===== config.mk =====
export PLATFORM = sky130hd
export DESIGN_NAME = packed_byte_simd_alu_flat
export DESIGN_NICKNAME = d
export VERILOG_FILES = /design/src/sv/pbsa_pkg.sv /design/src/sv/pbsa_if.sv /design/src/sv/packed_byte_simd_alu.sv /design/src/sv/pbsa_alu.sv /design/src/flat_wrapper.sv
export SDC_FILE = /design/constraint.sdc
export NUM_CORES = 1
export LEC_CHECK = 0
export ABC_CLOCK_PERIOD_IN_PS = 19540
export BUFFER_PORTS_ARGS = -buffer_cell sky130_fd_sc_hd__buf_2
export CORE_ASPECT_RATIO = 1.75
export CORE_UTILIZATION = 66
export CTS_CLUSTER_DIAMETER = 150
export CTS_CLUSTER_SIZE = 12
export DETAILED_ROUTE_END_ITERATION = 8
export PLACE_DENSITY = 0.86
export SLEW_MARGIN = 20
export SYNTH_ARGS = -nofsm -noshare
export SYNTH_HDL_FRONTEND = slang
export SYNTH_HIERARCHICAL = 1
export SYNTH_SLANG_ARGS = --single-unit

===== constraint.sdc =====
create_clock -name clk_i -period 19.54 [get_ports clk_i]
set_input_delay 0.977 -clock clk_i [delete_from_list [all_inputs] [get_ports clk_i]]
set_output_delay 0.977 -clock clk_i [all_outputs]
set_load 0.01 [all_outputs]

===== src/sv/pbsa_pkg.sv =====
`timescale 1ns / 1ps
`default_nettype none
// ----------------------------------------------------------------------------
// pbsa_pkg: packed byte SIMD ALU shared definitions
// Widths, operation codes and item structs used by the ALU modules.
// ----------------------------------------------------------------------------
package pbsa_pkg;

  localparam int unsigned WordW  = 32;
  localparam int unsigned OpW    = 4;
  localparam int unsigned DestW  = 5;
  localparam int unsigned LaneW  = 8;
  localparam int unsigned NLanes = WordW / LaneW;

  localparam logic [LaneW-1:0] LaneMax = 8'hff;

  typedef enum logic [OpW-1:0] {
    OP_STALL  = 4'd0,
    OP_PADD   = 4'd3,
    OP_PADDS  = 4'd4,
    OP_PSUB   = 4'd5,
    OP_PSUBS  = 4'd6,
    OP_PMADD  = 4'd7,
    OP_PACK   = 4'd8,
    OP_CHROMA = 4'd9
  } op_e;

  typedef struct packed {
    logic [WordW-1:0] operand_a;
    logic [WordW-1:0] operand_b;
    logic [OpW-1:0]   operation;
    logic [DestW-1:0] dest_register;
  } in_item_t;

  typedef struct packed {
    logic [WordW-1:0] result;
    logic [DestW-1:0] dest_register_out;
    logic             bad_opcode;
  } out_item_t;

  function automatic logic [LaneW-1:0] sat8(input logic [2*LaneW-1:0] v);
    sat8 = (v > {{LaneW{1'b0}}, LaneMax}) ? LaneMax : v[LaneW-1:0];
  endfunction

endpackage : pbsa_pkg
`default_nettype wire


===== src/sv/pbsa_if.sv =====
`timescale 1ns / 1ps
`default_nettype none
// ----------------------------------------------------------------------------
// pbsa_in_if / pbsa_out_if: valid/ready channels of the packed byte SIMD ALU
// Input channel carries operands, opcode and tag; output carries the result.
// ----------------------------------------------------------------------------
interface pbsa_in_if;
  logic                         valid;
  logic                         ready;
  logic [pbsa_pkg::WordW-1:0]   operand_a;
  logic [pbsa_pkg::WordW-1:0]   operand_b;
  logic [pbsa_pkg::OpW-1:0]     operation;
  logic [pbsa_pkg::DestW-1:0]   dest_register;

  modport source (output valid, operand_a, operand_b, operation, dest_register,
                  input ready);
  modport sink   (input valid, operand_a, operand_b, operation, dest_register,
                  output ready);
endinterface : pbsa_in_if

interface pbsa_out_if;
  logic                         valid;
  logic                         ready;
  logic [pbsa_pkg::WordW-1:0]   result;
  logic [pbsa_pkg::DestW-1:0]   dest_register_out;
  logic                         bad_opcode;

  modport source (output valid, result, dest_register_out, bad_opcode,
                  input ready);
  modport sink   (input valid, result, dest_register_out, bad_opcode,
                  output ready);
endinterface : pbsa_out_if
`default_nettype wire


===== src/sv/packed_byte_simd_alu.sv =====
`timescale 1ns / 1ps
`default_nettype none
// ----------------------------------------------------------------------------
// packed_byte_simd_alu: packed byte SIMD execution unit
// Four unsigned byte lanes: wrapping/saturating add and subtract,
// saturating multiply-add, pack and chroma-key compare.
//
//   channel  dir  payload
//   in_i     in   operand_a, operand_b, operation, dest_register
//   out_o    out  result, dest_register_out, bad_opcode
//
// One transfer per cycle sustained while out_o is ready; an item passes the
// input register, then the result register after the lane logic.
// Reset clears both valid flags and the held result word.
// Stalls on out_o back up through the result register into in_i.ready.
// ----------------------------------------------------------------------------
module packed_byte_simd_alu (
  input  logic            clk_i,
  input  logic            rst_ni,
  pbsa_in_if.sink         in_i,
  pbsa_out_if.source      out_o
);
  import pbsa_pkg::*;

  logic                in_valid_q;
  in_item_t            in_item_q;
  logic                out_valid_q;
  out_item_t           out_item_q;
  logic [WordW-1:0]    held_q;
  out_item_t           alu_res;
  logic                out_free;
  logic                advance;

  assign out_free = !out_valid_q || out_o.ready;
  assign advance  = in_valid_q && out_free;
  assign in_i.ready = !in_valid_q || advance;

  pbsa_alu u_alu (
    .item_i (in_item_q),
    .held_i (held_q),
    .res_o  (alu_res)
  );

  always_ff @(posedge clk_i or negedge rst_ni) begin
    if (!rst_ni) begin
      in_valid_q  <= 1'b0;
      out_valid_q <= 1'b0;
      held_q      <= '0;
    end else begin
      if (in_i.ready) in_valid_q <= in_i.valid;
      if (out_free) out_valid_q <= in_valid_q;
      if (advance) held_q <= alu_res.result;
    end
  end

  always_ff @(posedge clk_i) begin
    if (in_i.valid && in_i.ready) begin
      in_item_q.operand_a     <= in_i.operand_a;
      in_item_q.operand_b     <= in_i.operand_b;
      in_item_q.operation     <= in_i.operation;
      in_item_q.dest_register <= in_i.dest_register;
    end
    if (advance) out_item_q <= alu_res;
  end

  assign out_o.valid             = out_valid_q;
  assign out_o.result            = out_item_q.result;
  assign out_o.dest_register_out = out_item_q.dest_register_out;
  assign out_o.bad_opcode        = out_item_q.bad_opcode;

endmodule : packed_byte_simd_alu
`default_nettype wire


===== src/sv/pbsa_alu.sv =====
`timescale 1ns / 1ps
`default_nettype none
// ----------------------------------------------------------------------------
// pbsa_alu: lane datapath of the packed byte SIMD ALU
// Computes one result item from a registered input item and the held word.
// ----------------------------------------------------------------------------
module pbsa_alu (
  input  pbsa_pkg::in_item_t          item_i,
  input  logic [pbsa_pkg::WordW-1:0]  held_i,
  output pbsa_pkg::out_item_t         res_o
);
  import pbsa_pkg::*;

  logic [NLanes-1:0][LaneW-1:0] lane_a;
  logic [NLanes-1:0][LaneW-1:0] lane_b;

  assign lane_a = item_i.operand_a;
  assign lane_b = item_i.operand_b;

  always_comb begin
    logic [NLanes-1:0][LaneW-1:0]   r;
    logic [NLanes-1:0][LaneW-1:0]   prod;
    logic [LaneW:0]                 sum;
    logic [LaneW:0]                 dif;
    logic                           bad;

    r    = held_i;
    bad  = 1'b0;
    sum  = '0;
    dif  = '0;
    prod = '0;
    for (int i = 0; i < NLanes; i++) begin
      prod[i] = sat8({{LaneW{1'b0}}, lane_a[i]} * {{LaneW{1'b0}}, lane_b[i]});
    end

    unique case (op_e'(item_i.operation))
      OP_STALL: r = held_i;
      OP_PADD, OP_PADDS, OP_PSUB, OP_PSUBS, OP_CHROMA: begin
        for (int i = 0; i < NLanes; i++) begin
          sum = {1'b0, lane_a[i]} + {1'b0, lane_b[i]};
          dif = {1'b0, lane_a[i]} - {1'b0, lane_b[i]};
          case (op_e'(item_i.operation))
            OP_PADD:  r[i] = sum[LaneW-1:0];
            OP_PADDS: r[i] = sum[LaneW] ? LaneMax : sum[LaneW-1:0];
            OP_PSUB:  r[i] = dif[LaneW-1:0];
            OP_PSUBS: r[i] = dif[LaneW] ? '0 : dif[LaneW-1:0];
            default:  r[i] = (lane_a[i] == lane_b[i]) ? LaneMax : '0;
          endcase
        end
      end
      OP_PMADD: begin
        r    = '0;
        sum  = {1'b0, prod[3]} + {1'b0, prod[2]};
        r[2] = sum[LaneW] ? LaneMax : sum[LaneW-1:0];
        sum  = {1'b0, prod[1]} + {1'b0, prod[0]};
        r[0] = sum[LaneW] ? LaneMax : sum[LaneW-1:0];
      end
      OP_PACK: begin
        r[3] = lane_b[2];
        r[2] = lane_b[0];
        r[1] = lane_a[2];
        r[0] = lane_a[0];
      end
      default: begin
        r   = held_i;
        bad = 1'b1;
      end
    endcase

    res_o.result            = r;
    res_o.dest_register_out = item_i.dest_register;
    res_o.bad_opcode        = bad;
  end

endmodule : pbsa_alu
`default_nettype wire


===== src/flat_wrapper.sv =====
// flat-port wrapper written by rule: the top's interface ports become plain ports
module packed_byte_simd_alu_flat import pbsa_pkg::*;
  (clk_i, rst_ni, in_i_valid, in_i_operand_a, in_i_operand_b, in_i_operation, in_i_dest_register, in_i_ready, out_o_valid, out_o_result, out_o_dest_register_out, out_o_bad_opcode, out_o_ready);
  pbsa_in_if in_i_i ();
  pbsa_out_if out_o_i ();
  input  logic clk_i;
  input  logic rst_ni;
  input wire logic [$bits(in_i_i.valid)-1:0] in_i_valid;
  input wire logic [$bits(in_i_i.operand_a)-1:0] in_i_operand_a;
  input wire logic [$bits(in_i_i.operand_b)-1:0] in_i_operand_b;
  input wire logic [$bits(in_i_i.operation)-1:0] in_i_operation;
  input wire logic [$bits(in_i_i.dest_register)-1:0] in_i_dest_register;
  output wire logic [$bits(in_i_i.ready)-1:0] in_i_ready;
  output wire logic [$bits(out_o_i.valid)-1:0] out_o_valid;
  output wire logic [$bits(out_o_i.result)-1:0] out_o_result;
  output wire logic [$bits(out_o_i.dest_register_out)-1:0] out_o_dest_register_out;
  output wire logic [$bits(out_o_i.bad_opcode)-1:0] out_o_bad_opcode;
  input wire logic [$bits(out_o_i.ready)-1:0] out_o_ready;
  assign in_i_i.valid = in_i_valid;
  assign in_i_i.operand_a = in_i_operand_a;
  assign in_i_i.operand_b = in_i_operand_b;
  assign in_i_i.operation = in_i_operation;
  assign in_i_i.dest_register = in_i_dest_register;
  assign in_i_ready = in_i_i.ready;
  assign out_o_valid = out_o_i.valid;
  assign out_o_result = out_o_i.result;
  assign out_o_dest_register_out = out_o_i.dest_register_out;
  assign out_o_bad_opcode = out_o_i.bad_opcode;
  assign out_o_i.ready = out_o_ready;
  packed_byte_simd_alu u_core (.clk_i(clk_i), .rst_ni(rst_ni), .in_i(in_i_i), .out_o(out_o_i));
endmodule

==> metrics.txt, run 1 <==
# TYPE chip_impl_metric gauge
chip_impl_metric{name="initial_core_util",unit=""} 0.670
chip_impl_info{name="critPathKind",value="reg2reg"} 1
chip_impl_metric{name="drt.antenna.violating_nets",unit=""} 0
chip_impl_metric{name="hpwl",unit="microns"} 36100
chip_impl_metric{name="final_hold_viol_count",unit=""} 0
chip_impl_info{name="synth_ff_type",value="sky130_fd_sc_hd__edfxtp_1"} 1
chip_impl_metric{name="muxShareOfSynthArea",unit=""} 0.0311
chip_impl_metric{name="residual_overflow_from_global_routing",unit=""} 0
chip_impl_metric{name="synth-async-reset-ratio",unit=""} 0.234
chip_impl_metric{name="tritoncts.num_buffers",unit=""} 17
chip_impl_metric{name="drive_above_1_share",unit=""} 0.110
chip_impl_info{name="min_from",value="u_core/in_item_q[1]"} 1
chip_impl_metric{name="clk_latency",unit="ps"} 450
chip_impl_info{name="start_kind",value="register"} 1
chip_impl_metric{name="cts_resized",unit=""} 0
chip_impl_info{name="highest_routing_layer_actually_used",value="met4"} 1
chip_impl_metric{name="syn_inst",unit=""} 1831
chip_impl_metric{name="crit_path_max_fanout",unit=""} 8
chip_impl_info{name="status",value="finished clean"} 1
chip_impl_metric{name="antenna_found_initial",unit=""} 0
chip_impl_metric{name="cts_buffer_depth",unit=""} 2
chip_impl_info{name="cts.root.buffer_cell",value="sky130_fd_sc_hd__clkbuf_16"} 1
chip_impl_metric{name="slew_violations",unit=""} 0
chip_impl_metric{name="post-place-cells",unit=""} 2237
chip_impl_metric{name="gp_congestion",unit=""} 0.988
chip_impl_metric{name="postSynthRegisterBits",unit=""} 145
chip_impl_metric{name="io-pin-count",unit=""} 117
chip_impl_metric{name="fin_skew",unit="ps"} 10.1
chip_impl_metric{name="htree_levels",unit=""} 4
chip_impl_metric{name="post_synth_and_or_nand_nor_area_fraction",unit=""} 0.159
chip_impl_metric{name="tightest_slew",unit="ps"} 1180
chip_impl_metric{name="worstPathArrival",unit="ps"} 8520
chip_impl_metric{name="min_period",unit="ps"} 8180
chip_impl_metric{name="vias_per_cell",unit=""} 6.30
chip_impl_metric{name="design.final.nets",unit=""} 2387
chip_impl_metric{name="crit_required",unit="ps"} 19880
chip_impl_metric{name="max-cap-violations",unit=""} 0
chip_impl_metric{name="cts.repair_timing.setup_buffer_count",unit=""} 0
chip_impl_info{name="netlist_top_cells_area",value="sky130_fd_sc_hd__edfxtp_1, sky130_fd_sc_hd__fa_1, sky130_fd_sc_hd__ha_1"} 1
chip_impl_metric{name="post_synth_xor_area_fraction",unit=""} 0.0222
chip_impl_metric{name="floorplan.die.width",unit="microns"} 126
chip_impl_info{name="critical_path.reg2reg.startpoint",value="u_core/in_item_q[21]"} 1
chip_impl_metric{name="setup_tns",unit="ps"} 0
chip_impl_metric{name="leakagePower",unit="nW"} 9.03
chip_impl_info{name="tritoncts_clock_tree",value="yes"} 1
chip_impl_metric{name="ir_drop",unit="uV"} 104
chip_impl_metric{name="synthesis.nets",unit=""} 2286
chip_impl_metric{name="met3_length",unit="microns"} 2230
chip_impl_metric{name="powerDensity",unit="nW/um^2"} 95.6
chip_impl_metric{name="numClockSinks",unit=""} 145
chip_impl_metric{name="maxSlewHeadroom",unit=""} 0.209
chip_impl_metric{name="fp.coreArea",unit="sq um"} 26500
chip_impl_metric{name="setup-violations-final",unit=""} 0
chip_impl_info{name="end_kind",value="register"} 1
chip_impl_metric{name="total_power",unit="mW"} 1.83
chip_impl_metric{name="synthesized_area_fraction_occupied_by_ao_oa_aoi_and_oai_cells",unit=""} 0.157
chip_impl_metric{name="grt_first_pass_wirelength",unit="microns"} 73600
chip_impl_metric{name="pre_cts_slack",unit="ps"} 11400
chip_impl_metric{name="adder_cell_share_of_the_synthesized_area",unit=""} 0.332
chip_impl_metric{name="final_critical_path_setup_slack",unit="ps"} 11360
chip_impl_metric{name="met2RoutedLength",unit="microns"} 23900
chip_impl_metric{name="first_pass_iters",unit=""} 6
chip_impl_metric{name="yosys_synthesis_warning_count",unit=""} 6
chip_impl_metric{name="clkSlewWorstSetupHoldPaths",unit="ps"} 60
chip_impl_metric{name="routed_wl",unit="microns"} 45800
chip_impl_info{name="grt_setup_unrepaired",value="false"} 1
chip_impl_metric{name="grt_max_degree",unit=""} 74
chip_impl_metric{name="syn2layout_area_growth",unit="%"} 8.10
chip_impl_metric{name="post_layout_nonfiller_instances",unit=""} 2269
chip_impl_metric{name="post_drt_wl_per_cell",unit="microns"} 20.2
chip_impl_metric{name="yosysSeqAreaShare",unit=""} 0.236
chip_impl_info{name="crit_path_start",value="u_core/in_item_q[21]"} 1
chip_impl_metric{name="portBuffers",unit=""} 116
chip_impl_metric{name="ys_types",unit=""} 81
chip_impl_metric{name="syn_area_per_cell",unit="sq um"} 9.69
chip_impl_metric{name="final_critical_path_share_of_the_clock_period",unit=""} 0.419
chip_impl_metric{name="total_grt_usage",unit=""} 0.343
chip_impl_info{name="dominant_combinational_cell_family_by_area_after_synthesis",value="adder cells"} 1
chip_impl_metric{name="first_global_vias",unit=""} 15000
chip_impl_metric{name="post-synth-top-area-fraction",unit=""} 0.188
chip_impl_metric{name="num_antenna_cells",unit=""} 0
chip_impl_metric{name="initialDrtViolationCount",unit=""} 1036
chip_impl_metric{name="synth.cell_area",unit="sq um"} 17700
chip_impl_metric{name="maxClockFrequency",unit="MHz"} 122
chip_impl_metric{name="die_area",unit="sq um"} 27600
chip_impl_metric{name="post-route-drc-count",unit=""} 0
chip_impl_metric{name="die-height",unit="microns"} 219
chip_impl_metric{name="dr_total_vias",unit=""} 14300
chip_impl_metric{name="synth_enable_flop_cells",unit=""} 111
chip_impl_info{name="holdCritPathClass",value="reg2reg"} 1
chip_impl_metric{name="cell_row_count",unit=""} 79
chip_impl_metric{name="cts_hold_buf",unit=""} 0
chip_impl_metric{name="wl_met1",unit="microns"} 16400
chip_impl_info{name="netlist.top_cell.by_area",value="sky130_fd_sc_hd__edfxtp_1"} 1
area by class of cell:
type | instances | area, sq um
Sequential cell | 145 | 4180
Clock inverter | 13 | 129
Clock buffer | 19 | 443
Inverter | 247 | 927
Tap cell | 324 | 405
Fill cell | 1912 | 7310
Multi-Input combinational cell | 1398 | 12500
Timing Repair Buffer | 123 | 633
cells by family after synthesis:
group / count (synthesis)
flops: 145
compound gates: 403
xor+xnor: 45
mux: 40
buf+inv: 288
simple gates: 532
fa+ha+maj: 378
metrics by stage:
stage	hold WS (ps)	area, sq um	util
finish	427	19200	0.724
global route	441	19200	0.724
CTS	429	19200	0.724
detailed placement	408	18600	0.702
global placement	411	18600	0.702
floorplan	480	17700	-
metal layers:
layer	GRT usage	vias to the layer above
met4	0.255	0
li1	-	6578
met5	0	-
met3	0.0531	210
met1	0.358	6972
met2	0.621	543
sequential cells by signal, indices dropped and copies added (netlist names):
name,cells
u_core/in_item_q,73
u_core/held_q,32
u_core/out_o.result,32
u_core/out_o.dest_register_out,5
u_core/in_valid_q,1
u_core/out_o.bad_opcode,1
u_core/out_o.valid,1
report_power, final:
part	switching, mW	internal (mW)
combinational	0.612	0.459
clock	0.140	0.181
sequential	0.0490	0.392
total	0.802	1.03
path summary, 6_finish.rpt:
check                                               endpoint  slack (ps)  cells after the start
max                                         u_core/held_q[5]       11360                     25
min                        u_core/out_o.dest_register_out[1]         430                      0
max reg2reg                                 u_core/held_q[5]       11360                     25
min reg2reg                u_core/out_o.dest_register_out[1]         430                      0
max in group asynchronous                  u_core/held_q[13]       18330                      1
min in group asynchronous                  u_core/held_q[20]         650                      1
cells in the mapped netlist (23+ instances only):
library cell and count:
sky130_fd_sc_hd__a21o_1 34, sky130_fd_sc_hd__a21oi_1 79, sky130_fd_sc_hd__and2_1 165, sky130_fd_sc_hd__clkbuf_1 33, sky130_fd_sc_hd__dfrtp_1 34, sky130_fd_sc_hd__edfxtp_1 111
sky130_fd_sc_hd__fa_1 154, sky130_fd_sc_hd__ha_1 224, sky130_fd_sc_hd__inv_1 247, sky130_fd_sc_hd__mux2_4 29, sky130_fd_sc_hd__nand2_1 87, sky130_fd_sc_hd__nand2b_1 27
sky130_fd_sc_hd__nor2_1 116, sky130_fd_sc_hd__nor2b_1 24, sky130_fd_sc_hd__nor3_1 23, sky130_fd_sc_hd__o21ai_0 78, sky130_fd_sc_hd__xnor2_1 24
layout by cell type (no fill, tap or decap), types with 6 or more instances in the layout:
cell                          n
sky130_fd_sc_hd__inv_1      247
sky130_fd_sc_hd__ha_1       224
sky130_fd_sc_hd__and2_1     164
sky130_fd_sc_hd__fa_1       154
sky130_fd_sc_hd__buf_2      116
sky130_fd_sc_hd__nor2_1     115
sky130_fd_sc_hd__edfxtp_1   111
sky130_fd_sc_hd__nand2_1     87
sky130_fd_sc_hd__a21oi_1     79
sky130_fd_sc_hd__o21ai_0     78
sky130_fd_sc_hd__dfrtp_1     34
sky130_fd_sc_hd__a21o_1      34
sky130_fd_sc_hd__mux2_4      29
sky130_fd_sc_hd__nand2b_1    27
sky130_fd_sc_hd__nor2b_1     24
sky130_fd_sc_hd__xnor2_1     24
sky130_fd_sc_hd__nor3_1      23
sky130_fd_sc_hd__or3_1       22
sky130_fd_sc_hd__a22oi_1     21
sky130_fd_sc_hd__nand3_1     21
sky130_fd_sc_hd__o21a_1      21
sky130_fd_sc_hd__xor2_1      21
sky130_fd_sc_hd__clkbuf_16   17
sky130_fd_sc_hd__a211oi_1    17
sky130_fd_sc_hd__a221oi_1    15
sky130_fd_sc_hd__o31ai_1     13
sky130_fd_sc_hd__o211ai_1    13
sky130_fd_sc_hd__nand4_1     11
sky130_fd_sc_hd__a31oi_1     11
sky130_fd_sc_hd__o22ai_1     10
sky130_fd_sc_hd__o21bai_1     8
sky130_fd_sc_hd__buf_4        7
sky130_fd_sc_hd__nor3b_1      6
sky130_fd_sc_hd__or2_2        6
sky130_fd_sc_hd__mux2i_1      6
sky130_fd_sc_hd__o2bb2ai_1    6
worst max-delay path, cell delays in order (launching register included):
cell and delay, ps:
sky130_fd_sc_hd__edfxtp_1 500, sky130_fd_sc_hd__ha_1 330, sky130_fd_sc_hd__fa_1 600, sky130_fd_sc_hd__fa_1 450
sky130_fd_sc_hd__fa_1 550, sky130_fd_sc_hd__inv_1 50, sky130_fd_sc_hd__fa_1 520, sky130_fd_sc_hd__inv_1 40
sky130_fd_sc_hd__ha_1 230, sky130_fd_sc_hd__nor2_1 190, sky130_fd_sc_hd__o21ai_1 160, sky130_fd_sc_hd__a211oi_2 380
sky130_fd_sc_hd__xor2_1 180, sky130_fd_sc_hd__a31oi_1 90, sky130_fd_sc_hd__or4_1 670, sky130_fd_sc_hd__or3_1 420
sky130_fd_sc_hd__ha_1 230, sky130_fd_sc_hd__fa_1 420, sky130_fd_sc_hd__a21oi_1 200, sky130_fd_sc_hd__o22ai_1 140
sky130_fd_sc_hd__nand2b_1 170, sky130_fd_sc_hd__a31oi_1 460, sky130_fd_sc_hd__a21oi_1 140, sky130_fd_sc_hd__a221o_1 290
sky130_fd_sc_hd__or3_1 390, sky130_fd_sc_hd__mux2_4 280
Note: power is estimated with default switching activity, not from simulation.
==> inputs of run 2 (changes only) <==
--- a/config.mk
+++ b/config.mk
@@ -5,14 +5,14 @@
 export SDC_FILE = /design/constraint.sdc
 export NUM_CORES = 1
 export LEC_CHECK = 0
-export ABC_CLOCK_PERIOD_IN_PS = 19540
+export ABC_CLOCK_PERIOD_IN_PS = 7800
 export BUFFER_PORTS_ARGS = -buffer_cell sky130_fd_sc_hd__buf_2
 export CORE_ASPECT_RATIO = 1.75
-export CORE_UTILIZATION = 66
+export CORE_UTILIZATION = 63
 export CTS_CLUSTER_DIAMETER = 150
 export CTS_CLUSTER_SIZE = 12
 export DETAILED_ROUTE_END_ITERATION = 8
-export PLACE_DENSITY = 0.86
+export PLACE_DENSITY = 0.82
 export SLEW_MARGIN = 20
 export SYNTH_ARGS = -nofsm -noshare
 export SYNTH_HDL_FRONTEND = slang
==> constraint.sdc (replaced) <==
create_clock -name clk_i -period 7.8 [get_ports clk_i]
set_input_delay 0.39 -clock clk_i [delete_from_list [all_inputs] [get_ports clk_i]]
set_output_delay 0.39 -clock clk_i [all_outputs]
set_load 0.01 [all_outputs]
==> metrics.txt, run 2 (synthesis results as in run 1) <==
# TYPE chip_impl_metric gauge
chip_impl_info{name="status",value="finished clean"} 1
chip_impl_metric{name="ir_drop",unit="uV"} 222
chip_impl_metric{name="vias_per_cell",unit=""} 6.11
chip_impl_metric{name="hpwl",unit="microns"} 36400
chip_impl_metric{name="largest_register_ff_count",unit=""} 73
chip_impl_metric{name="switching_power",unit="mW"} 2.01
chip_impl_metric{name="htree_levels",unit=""} 4
chip_impl_metric{name="routed_wl",unit="microns"} 46700
chip_impl_metric{name="max-cap-violations",unit=""} 0
chip_impl_metric{name="post-route-drc-count",unit=""} 0
chip_impl_metric{name="floorplan.die.width",unit="microns"} 129
chip_impl_metric{name="clkSlewWorstSetupHoldPaths",unit="ps"} 60
chip_impl_metric{name="fin_skew",unit="ps"} 16.8
chip_impl_metric{name="portBuffers",unit=""} 116
chip_impl_info{name="critical_path.reg2reg.endpoint",value="u_core/held_q[5]"} 1
chip_impl_metric{name="cts_buffer_depth",unit=""} 2
chip_impl_info{name="crit_path_start",value="u_core/in_item_q[23]"} 1
chip_impl_metric{name="grt.met2_usage",unit=""} 0.602
chip_impl_info{name="start_kind",value="register"} 1
chip_impl_info{name="leading_cell_type_in_the_layout_fill_and_taps_excluded",value="sky130_fd_sc_hd__inv_1"} 1
chip_impl_metric{name="drive_above_1_share",unit=""} 0.142
chip_impl_info{name="layout_common_cells",value="sky130_fd_sc_hd__inv_1, sky130_fd_sc_hd__ha_1, sky130_fd_sc_hd__and2_1"} 1
chip_impl_metric{name="share_seq_of_total_power",unit=""} 0.235
chip_impl_metric{name="cell_row_count",unit=""} 80
chip_impl_metric{name="tightest_slew",unit="ps"} 1070
chip_impl_metric{name="clk_latency",unit="ps"} 460
chip_impl_metric{name="gp_congestion",unit=""} 0.988
chip_impl_info{name="end_kind",value="register"} 1
chip_impl_metric{name="initial_core_util",unit=""} 0.647
chip_impl_metric{name="die-height",unit="microns"} 224
chip_impl_info{name="critPathKind",value="reg2reg"} 1
chip_impl_metric{name="leakagePower",unit="nW"} 9.31
chip_impl_metric{name="die_area",unit="sq um"} 28900
chip_impl_metric{name="fp.coreArea",unit="sq um"} 27400
chip_impl_metric{name="power.share.switching",unit=""} 0.434
chip_impl_info{name="cp-endpoint",value="u_core/held_q[5]"} 1
chip_impl_metric{name="grt_first_pass_wirelength",unit="microns"} 73800
chip_impl_metric{name="grtUsageMet3",unit=""} 0.0420
chip_impl_info{name="tritoncts_clock_tree",value="yes"} 1
chip_impl_info{name="top_usage_layer",value="met2"} 1
chip_impl_metric{name="slew_violations",unit=""} 0
chip_impl_metric{name="numClockSinks",unit=""} 145
chip_impl_metric{name="num_antenna_cells",unit=""} 0
chip_impl_metric{name="crit_required",unit="ps"} 8130
chip_impl_metric{name="power_share_of_the_combinational_group",unit=""} 0.590
chip_impl_metric{name="worstPathArrival",unit="ps"} 7850
chip_impl_metric{name="cell_internal_pwr",unit="mW"} 2.62
chip_impl_metric{name="global_route_met1_utilization",unit=""} 0.359
chip_impl_metric{name="initialDrtViolationCount",unit=""} 1072
chip_impl_metric{name="maxClockFrequency",unit="MHz"} 133
chip_impl_metric{name="power.share.clock",unit=""} 0.175
chip_impl_metric{name="r2r.worst_path.cells",unit=""} 24
chip_impl_metric{name="final_critical_path_setup_slack",unit="ps"} 276
chip_impl_info{name="holdCritPathClass",value="in2async"} 1
chip_impl_metric{name="crit_path_max_fanout",unit=""} 8
chip_impl_metric{name="final_critical_path_share_of_the_clock_period",unit=""} 0.965
chip_impl_metric{name="setup-violations-final",unit=""} 0
chip_impl_metric{name="io-pin-count",unit=""} 117
chip_impl_metric{name="syn2layout_area_growth",unit="%"} 11.2
chip_impl_metric{name="post_drt_wl_per_cell",unit="microns"} 19.7
chip_impl_metric{name="residual_overflow_from_global_routing",unit=""} 0
chip_impl_metric{name="finish.utilization",unit=""} 0.720
chip_impl_metric{name="powerDensity",unit="nW/um^2"} 235
chip_impl_info{name="critical_path.reg2reg.startpoint",value="u_core/in_item_q[23]"} 1
chip_impl_metric{name="grt_max_degree",unit=""} 74
chip_impl_metric{name="design.final.nets",unit=""} 2447
chip_impl_metric{name="first_pass_iters",unit=""} 7
chip_impl_metric{name="maxSlewHeadroom",unit=""} 0.288
chip_impl_info{name="largest_register",value="u_core/in_item_q"} 1
chip_impl_metric{name="antenna_found_initial",unit=""} 0
chip_impl_metric{name="final_hold_viol_count",unit=""} 0
chip_impl_metric{name="dr_total_vias",unit=""} 14500
chip_impl_metric{name="r2r_slack",unit="ps"} 280
chip_impl_info{name="cts.root.buffer_cell",value="sky130_fd_sc_hd__clkbuf_16"} 1
chip_impl_metric{name="cts_hold_buf",unit=""} 0
chip_impl_metric{name="min_period",unit="ps"} 7520
chip_impl_metric{name="total_grt_usage",unit=""} 0.334
chip_impl_metric{name="first_global_vias",unit=""} 15000
chip_impl_metric{name="tritoncts.num_buffers",unit=""} 17
chip_impl_metric{name="drt.antenna.violating_nets",unit=""} 0
chip_impl_metric{name="pre_cts_slack",unit="ps"} 48.6
-- run 2: cell types whose count changed in the layout (fill, tap and decap cells not counted), sizes merged --
cell      before  now
clkinvlp       3    2
clkinv         5    8
buf          123  182
inv          251  250
-- run 2: final cells by class --
cell class	instances	area [sq um]
Multi-Input combinational cell	1398	12500
Fill cell	2072	7690
Sequential cell	145	4180
Timing Repair Buffer	183	1080
Inverter	247	927
Tap cell	369	462
Clock buffer	18	439
Clock inverter	14	129
-- run 2: power by group through the flow --
stage / clock [mW] / sequential (mW) / combinational [mW]
6_report: 0.810 / 1.09 / 2.73
5_1_grt: 0.843 / 1.10 / 3.06
4_1_cts: 0.817 / 1.09 / 2.64
3_5_place_dp: 0 / 1.10 / 2.62
3_3_place_gp: 0 / 1.10 / 2.53
2_1_floorplan: 0 / 1.08 / 2.02
-- run 2: critical path: stages (launching register included) --
cell	delay, ps
sky130_fd_sc_hd__edfxtp_1	480
sky130_fd_sc_hd__and2_1	230
sky130_fd_sc_hd__fa_1	490
sky130_fd_sc_hd__fa_1	520
sky130_fd_sc_hd__fa_1	540
sky130_fd_sc_hd__inv_1	50
sky130_fd_sc_hd__fa_1	530
sky130_fd_sc_hd__inv_1	40
sky130_fd_sc_hd__ha_1	340
sky130_fd_sc_hd__o21a_1	230
sky130_fd_sc_hd__a211oi_2	300
sky130_fd_sc_hd__xor2_1	190
sky130_fd_sc_hd__a31oi_1	110
sky130_fd_sc_hd__or4_4	600
sky130_fd_sc_hd__or3_1	370
sky130_fd_sc_hd__ha_1	220
sky130_fd_sc_hd__fa_1	420
sky130_fd_sc_hd__a21oi_2	180
sky130_fd_sc_hd__o22ai_1	130
sky130_fd_sc_hd__nand2b_1	160
sky130_fd_sc_hd__a31oi_1	200
sky130_fd_sc_hd__a21oi_1	90
sky130_fd_sc_hd__a221o_1	260
sky130_fd_sc_hd__or3_1	410
sky130_fd_sc_hd__mux2_4	280
-- run 2: worst min path at each step --
| stage | endpoint | depth (start not counted) | start | slack, ps |
|---|---|---|---|---|
| CTS | u_core/held_q[26] | 1 | rst_ni | 80 |
| floorplan | u_core/held_q[0] | 0 | rst_ni | 90 |
| global placement | u_core/out_o.dest_register_out[3] | 0 | u_core/in_item_q[3] | 410 |
| finish | u_core/held_q[0] | 1 | rst_ni | 50 |
| global route | u_core/in_item_q[45] | 1 | in_i_operand_a[4] | 100 |
| detailed placement | u_core/out_o.dest_register_out[0] | 0 | u_core/in_item_q[0] | 410 |
-- run 2: routing by layer --
| metal | routed length [microns] | part of all wire |
|---|---|---|
| met2 | 24800 | 0.53 |
| met5 | 0 | 0 |
| met1 | 16500 | 0.35 |
| met4 | 3150 | 0.067 |
| met3 | 2230 | 0.048 |
-- run 2: timing repair --
action	CTS	global route
setup buffers	0	37
gates resized for setup	0	15
setup endpoints to repair	0	30
-- run 2: per-stage QoR --
step	instance area, sq um	TNS [ps]	total power, mW	cells	hold WS [ps]
after floorplan	17700	0	3.10	1831	94.4
after global placement	18800	0	3.63	2305	414
after detailed placement	18800	0	3.72	2305	411
after CTS	19400	0	4.55	2337	76.8
after global routing	19700	-88.6	5.00	2374	99.4
final	19700	0	4.63	2374	46.7
==> inputs of run 3 (changes only) <==
--- a/config.mk
+++ b/config.mk
@@ -5,14 +5,15 @@
 export SDC_FILE = /design/constraint.sdc
 export NUM_CORES = 1
 export LEC_CHECK = 0
+export ABC_AREA = 1
 export ABC_CLOCK_PERIOD_IN_PS = 7800
 export BUFFER_PORTS_ARGS = -buffer_cell sky130_fd_sc_hd__buf_2
 export CORE_ASPECT_RATIO = 1.75
-export CORE_UTILIZATION = 63
+export CORE_UTILIZATION = 64
 export CTS_CLUSTER_DIAMETER = 150
 export CTS_CLUSTER_SIZE = 12
 export DETAILED_ROUTE_END_ITERATION = 8
-export PLACE_DENSITY = 0.82
+export PLACE_DENSITY = 0.83
 export SLEW_MARGIN = 20
 export SYNTH_ARGS = -nofsm -noshare
 export SYNTH_HDL_FRONTEND = slang
==> metrics.txt, run 3 <==
# TYPE chip_impl_metric gauge
chip_impl_info{name="status",value="finished clean"} 1
chip_impl_metric{name="cts.repair_timing.setup_buffer_count",unit=""} 0
chip_impl_metric{name="r2r_slack",unit="ps"} 890
chip_impl_metric{name="final_hold_viol_count",unit=""} 0
chip_impl_metric{name="syn2layout_area_growth",unit="%"} 6.43
chip_impl_metric{name="synth-async-reset-ratio",unit=""} 0.234
chip_impl_metric{name="postSynthRegisterBits",unit=""} 145
chip_impl_metric{name="num_antenna_cells",unit=""} 0
chip_impl_metric{name="numClockSinks",unit=""} 145
chip_impl_metric{name="ys_types",unit=""} 46
chip_impl_metric{name="initialDrtViolationCount",unit=""} 1443
chip_impl_metric{name="final.fill_count",unit=""} 2497
chip_impl_info{name="synth_common_cells",value="sky130_fd_sc_hd__nand2_1, sky130_fd_sc_hd__inv_1, sky130_fd_sc_hd__nand3_1"} 1
chip_impl_metric{name="r2r.worst_path.cells",unit=""} 28
chip_impl_info{name="cts.root.buffer_cell",value="sky130_fd_sc_hd__clkbuf_16"} 1
chip_impl_metric{name="grt_first_pass_wirelength",unit="microns"} 85000
chip_impl_metric{name="clk_latency",unit="ps"} 460
chip_impl_metric{name="powerDensity",unit="nW/um^2"} 268
chip_impl_info{name="netlist_top_cells_area",value="sky130_fd_sc_hd__edfxtp_1, sky130_fd_sc_hd__fa_1, sky130_fd_sc_hd__ha_1"} 1
chip_impl_metric{name="cts_resized",unit=""} 0
chip_impl_metric{name="dr_total_vias",unit=""} 17200
chip_impl_metric{name="cts_hold_buf",unit=""} 0
chip_impl_metric{name="crit_path_max_fanout",unit=""} 10
chip_impl_info{name="critical_path_slowest_stage_cell",value="sky130_fd_sc_hd__edfxtp_1"} 1
chip_impl_metric{name="routed_wl",unit="microns"} 54100
chip_impl_metric{name="slew_violations",unit=""} 0
chip_impl_metric{name="leakagePower",unit="nW"} 11.7
chip_impl_info{name="critical_path.reg2reg.startpoint",value="u_core/in_item_q[13]"} 1
chip_impl_info{name="start_kind",value="register"} 1
chip_impl_info{name="layout_common_cells",value="sky130_fd_sc_hd__nand2_1, sky130_fd_sc_hd__inv_1, sky130_fd_sc_hd__nand3_1"} 1
chip_impl_metric{name="tritoncts.num_buffers",unit=""} 17
chip_impl_metric{name="pre_cts_slack",unit="ps"} 974
chip_impl_metric{name="worstPathArrival",unit="ps"} 7250
chip_impl_metric{name="initial_core_util",unit=""} 0.649
chip_impl_metric{name="fp.coreArea",unit="sq um"} 29300
chip_impl_metric{name="max-cap-violations",unit=""} 0
chip_impl_metric{name="design.final.nets",unit=""} 3080
chip_impl_metric{name="synth.cell_area",unit="sq um"} 19000
chip_impl_metric{name="syn_area_per_cell",unit="sq um"} 7.39
chip_impl_metric{name="largest_register_ff_count",unit=""} 73
chip_impl_metric{name="drive_above_1_share",unit=""} 0.0728
chip_impl_metric{name="syn_inst",unit=""} 2573
chip_impl_metric{name="grt_max_degree",unit=""} 74
chip_impl_metric{name="htree_levels",unit=""} 4
chip_impl_metric{name="yosysSeqAreaShare",unit=""} 0.220
chip_impl_metric{name="synth_enable_flop_cells",unit=""} 111
chip_impl_metric{name="cell_row_count",unit=""} 83
chip_impl_info{name="grt_setup_unrepaired",value="false"} 1
chip_impl_metric{name="total_grt_usage",unit=""} 0.363
chip_impl_metric{name="die-height",unit="microns"} 230
chip_impl_metric{name="gp_congestion",unit=""} 1.01
chip_impl_info{name="holdCritPathClass",value="in2async"} 1
chip_impl_metric{name="maxSlewHeadroom",unit=""} 0.311
chip_impl_info{name="tritoncts_clock_tree",value="yes"} 1
chip_impl_info{name="synth_ff_type",value="sky130_fd_sc_hd__edfxtp_1"} 1
chip_impl_info{name="largest_register",value="u_core/in_item_q"} 1
chip_impl_metric{name="antenna_found_initial",unit=""} 0
chip_impl_metric{name="setup_tns",unit="ps"} 0
chip_impl_info{name="critPathKind",value="reg2reg"} 1
chip_impl_metric{name="first_global_vias",unit=""} 17100
chip_impl_metric{name="ir_drop",unit="uV"} 224
chip_impl_metric{name="crit_required",unit="ps"} 8140
chip_impl_metric{name="min_period",unit="ps"} 6910
chip_impl_metric{name="die_area",unit="sq um"} 30400
chip_impl_metric{name="hpwl",unit="microns"} 42900
chip_impl_metric{name="post-synth-top-area-fraction",unit=""} 0.175
chip_impl_metric{name="final_critical_path_share_of_the_clock_period",unit=""} 0.886
chip_impl_metric{name="final_critical_path_setup_slack",unit="ps"} 886
chip_impl_metric{name="synthesis.nets",unit=""} 3028
chip_impl_metric{name="tightest_slew",unit="ps"} 1030
chip_impl_info{name="netlist.top_cell.by_area",value="sky130_fd_sc_hd__edfxtp_1"} 1
chip_impl_info{name="end_kind",value="register"} 1
chip_impl_metric{name="first_pass_iters",unit=""} 6
chip_impl_metric{name="clkSlewWorstSetupHoldPaths",unit="ps"} 70
chip_impl_info{name="post-synth-top-count-cell",value="sky130_fd_sc_hd__nand2_1"} 1
chip_impl_info{name="leading_cell_type_in_the_layout_fill_and_taps_excluded",value="sky130_fd_sc_hd__nand2_1"} 1
chip_impl_info{name="critical_path.reg2reg.endpoint",value="u_core/held_q[1]"} 1
chip_impl_metric{name="portBuffers",unit=""} 116
chip_impl_metric{name="vias_per_cell",unit=""} 5.68
chip_impl_metric{name="post_drt_wl_per_cell",unit="microns"} 17.9
chip_impl_metric{name="setup-violations-final",unit=""} 0
chip_impl_metric{name="floorplan.die.width",unit="microns"} 132
chip_impl_metric{name="fin_skew",unit="ps"} 20.9
chip_impl_metric{name="yosys_synthesis_warning_count",unit=""} 6
chip_impl_metric{name="residual_overflow_from_global_routing",unit=""} 0
chip_impl_metric{name="io-pin-count",unit=""} 117
chip_impl_metric{name="cts_buffer_depth",unit=""} 2
chip_impl_metric{name="post-route-drc-count",unit=""} 0
chip_impl_metric{name="critPathMaxStageDelay",unit="ps"} 630
chip_impl_metric{name="maxClockFrequency",unit="MHz"} 145
chip_impl_metric{name="drt.antenna.violating_nets",unit=""} 0
-- run 3: cell types whose count changed after synthesis, sizes merged, moves of 33 or more --
cell / before / now
mux2: 34 / 0
and2: 166 / 2
nand2: 88 / 734
inv: 247 / 595
nand4: 11 / 47
nand3: 21 / 258
a21o: 34 / 1
-- run 3: cell families after synthesis --
kind of cell	after synthesis	synth area share
buffers and inverters	683	0.140
and+or+nand+nor	1154	0.259
adders and majority gates	378	0.310
AOI/OAI and AO/OA	175	0.0541
xor gates and xnor gates	38	0.0175
DFF	145	0.220
-- run 3: cell type report --
type | instances | area [sq um] | share of cell area
well taps | 382 | 478 | 0.0236
inverters | 595 | 2240 | 0.111
clock buffers | 17 | 425 | 0.0210
clock inverters | 15 | 124 | 0.00612
multi-input cells | 1745 | 12200 | 0.601
repair buffers | 121 | 618 | 0.0305
flip-flops and latches | 145 | 4180 | 0.207
-- run 3: metrics by stage --
| stage | utilization | cells | instance area, sq um | power (mW) | hold slack [ps] |
|---|---|---|---|---|---|
| final | 0.691 | 3020 | 20200 | 5.42 | 27.3 |
| after global routing | 0.691 | 3020 | 20200 | 5.88 | 84.6 |
| after CTS | 0.691 | 3020 | 20200 | 5.37 | 53.7 |
| after detailed placement | 0.672 | 2988 | 19700 | 4.55 | 405 |
| after global placement | 0.672 | 2988 | 19700 | 4.48 | 401 |
| after floorplan | - | 2573 | 19000 | 3.65 | 94.4 |
-- run 3: how the worst max path moves through the flow --
stage | start | to | slack (ps) | cells past startpoint
after floorplan | u_core/in_item_q[42] | u_core/out_o.result[2] | 1830 | 28
after global placement | u_core/in_item_q[13] | u_core/out_o.result[1] | 1050 | 25
after detailed placement | u_core/in_item_q[13] | u_core/held_q[0] | 970 | 27
after CTS | u_core/in_item_q[13] | u_core/held_q[1] | 960 | 27
after global routing | u_core/in_item_q[13] | u_core/held_q[1] | 500 | 28
final | u_core/in_item_q[13] | u_core/held_q[1] | 890 | 28
-- run 3: worst max-delay path, delay by kind of cell, from the launching register on --
family | cells | cell delay [ps]
DFF | 1 | 630
and+or+nand+nor | 15 | 1850
adders and majority gates | 8 | 3540
buffers and inverters | 2 | 100
AOI/OAI and AO/OA | 3 | 700
-- run 3: routing by layer --
metal	vias to the layer above	routed length, microns	GRT usage
met5	-	0	0
li1	8075	-	-
met4	0	4740	0.303
met3	255	3360	0.0507
met1	8027	18000	0.368
met2	802	28000	0.657
-- run 3: power breakdown --
part / leakage (nW) / switching [mW] / total [mW] / internal (mW)
sequential: 1.51 / 0.150 / 1.16 / 1.01
combinational: 9.93 / 2.23 / 3.46 / 1.22
clock: 0.279 / 0.387 / 0.804 / 0.417
total: 11.7 / 2.77 / 5.42 / 2.65
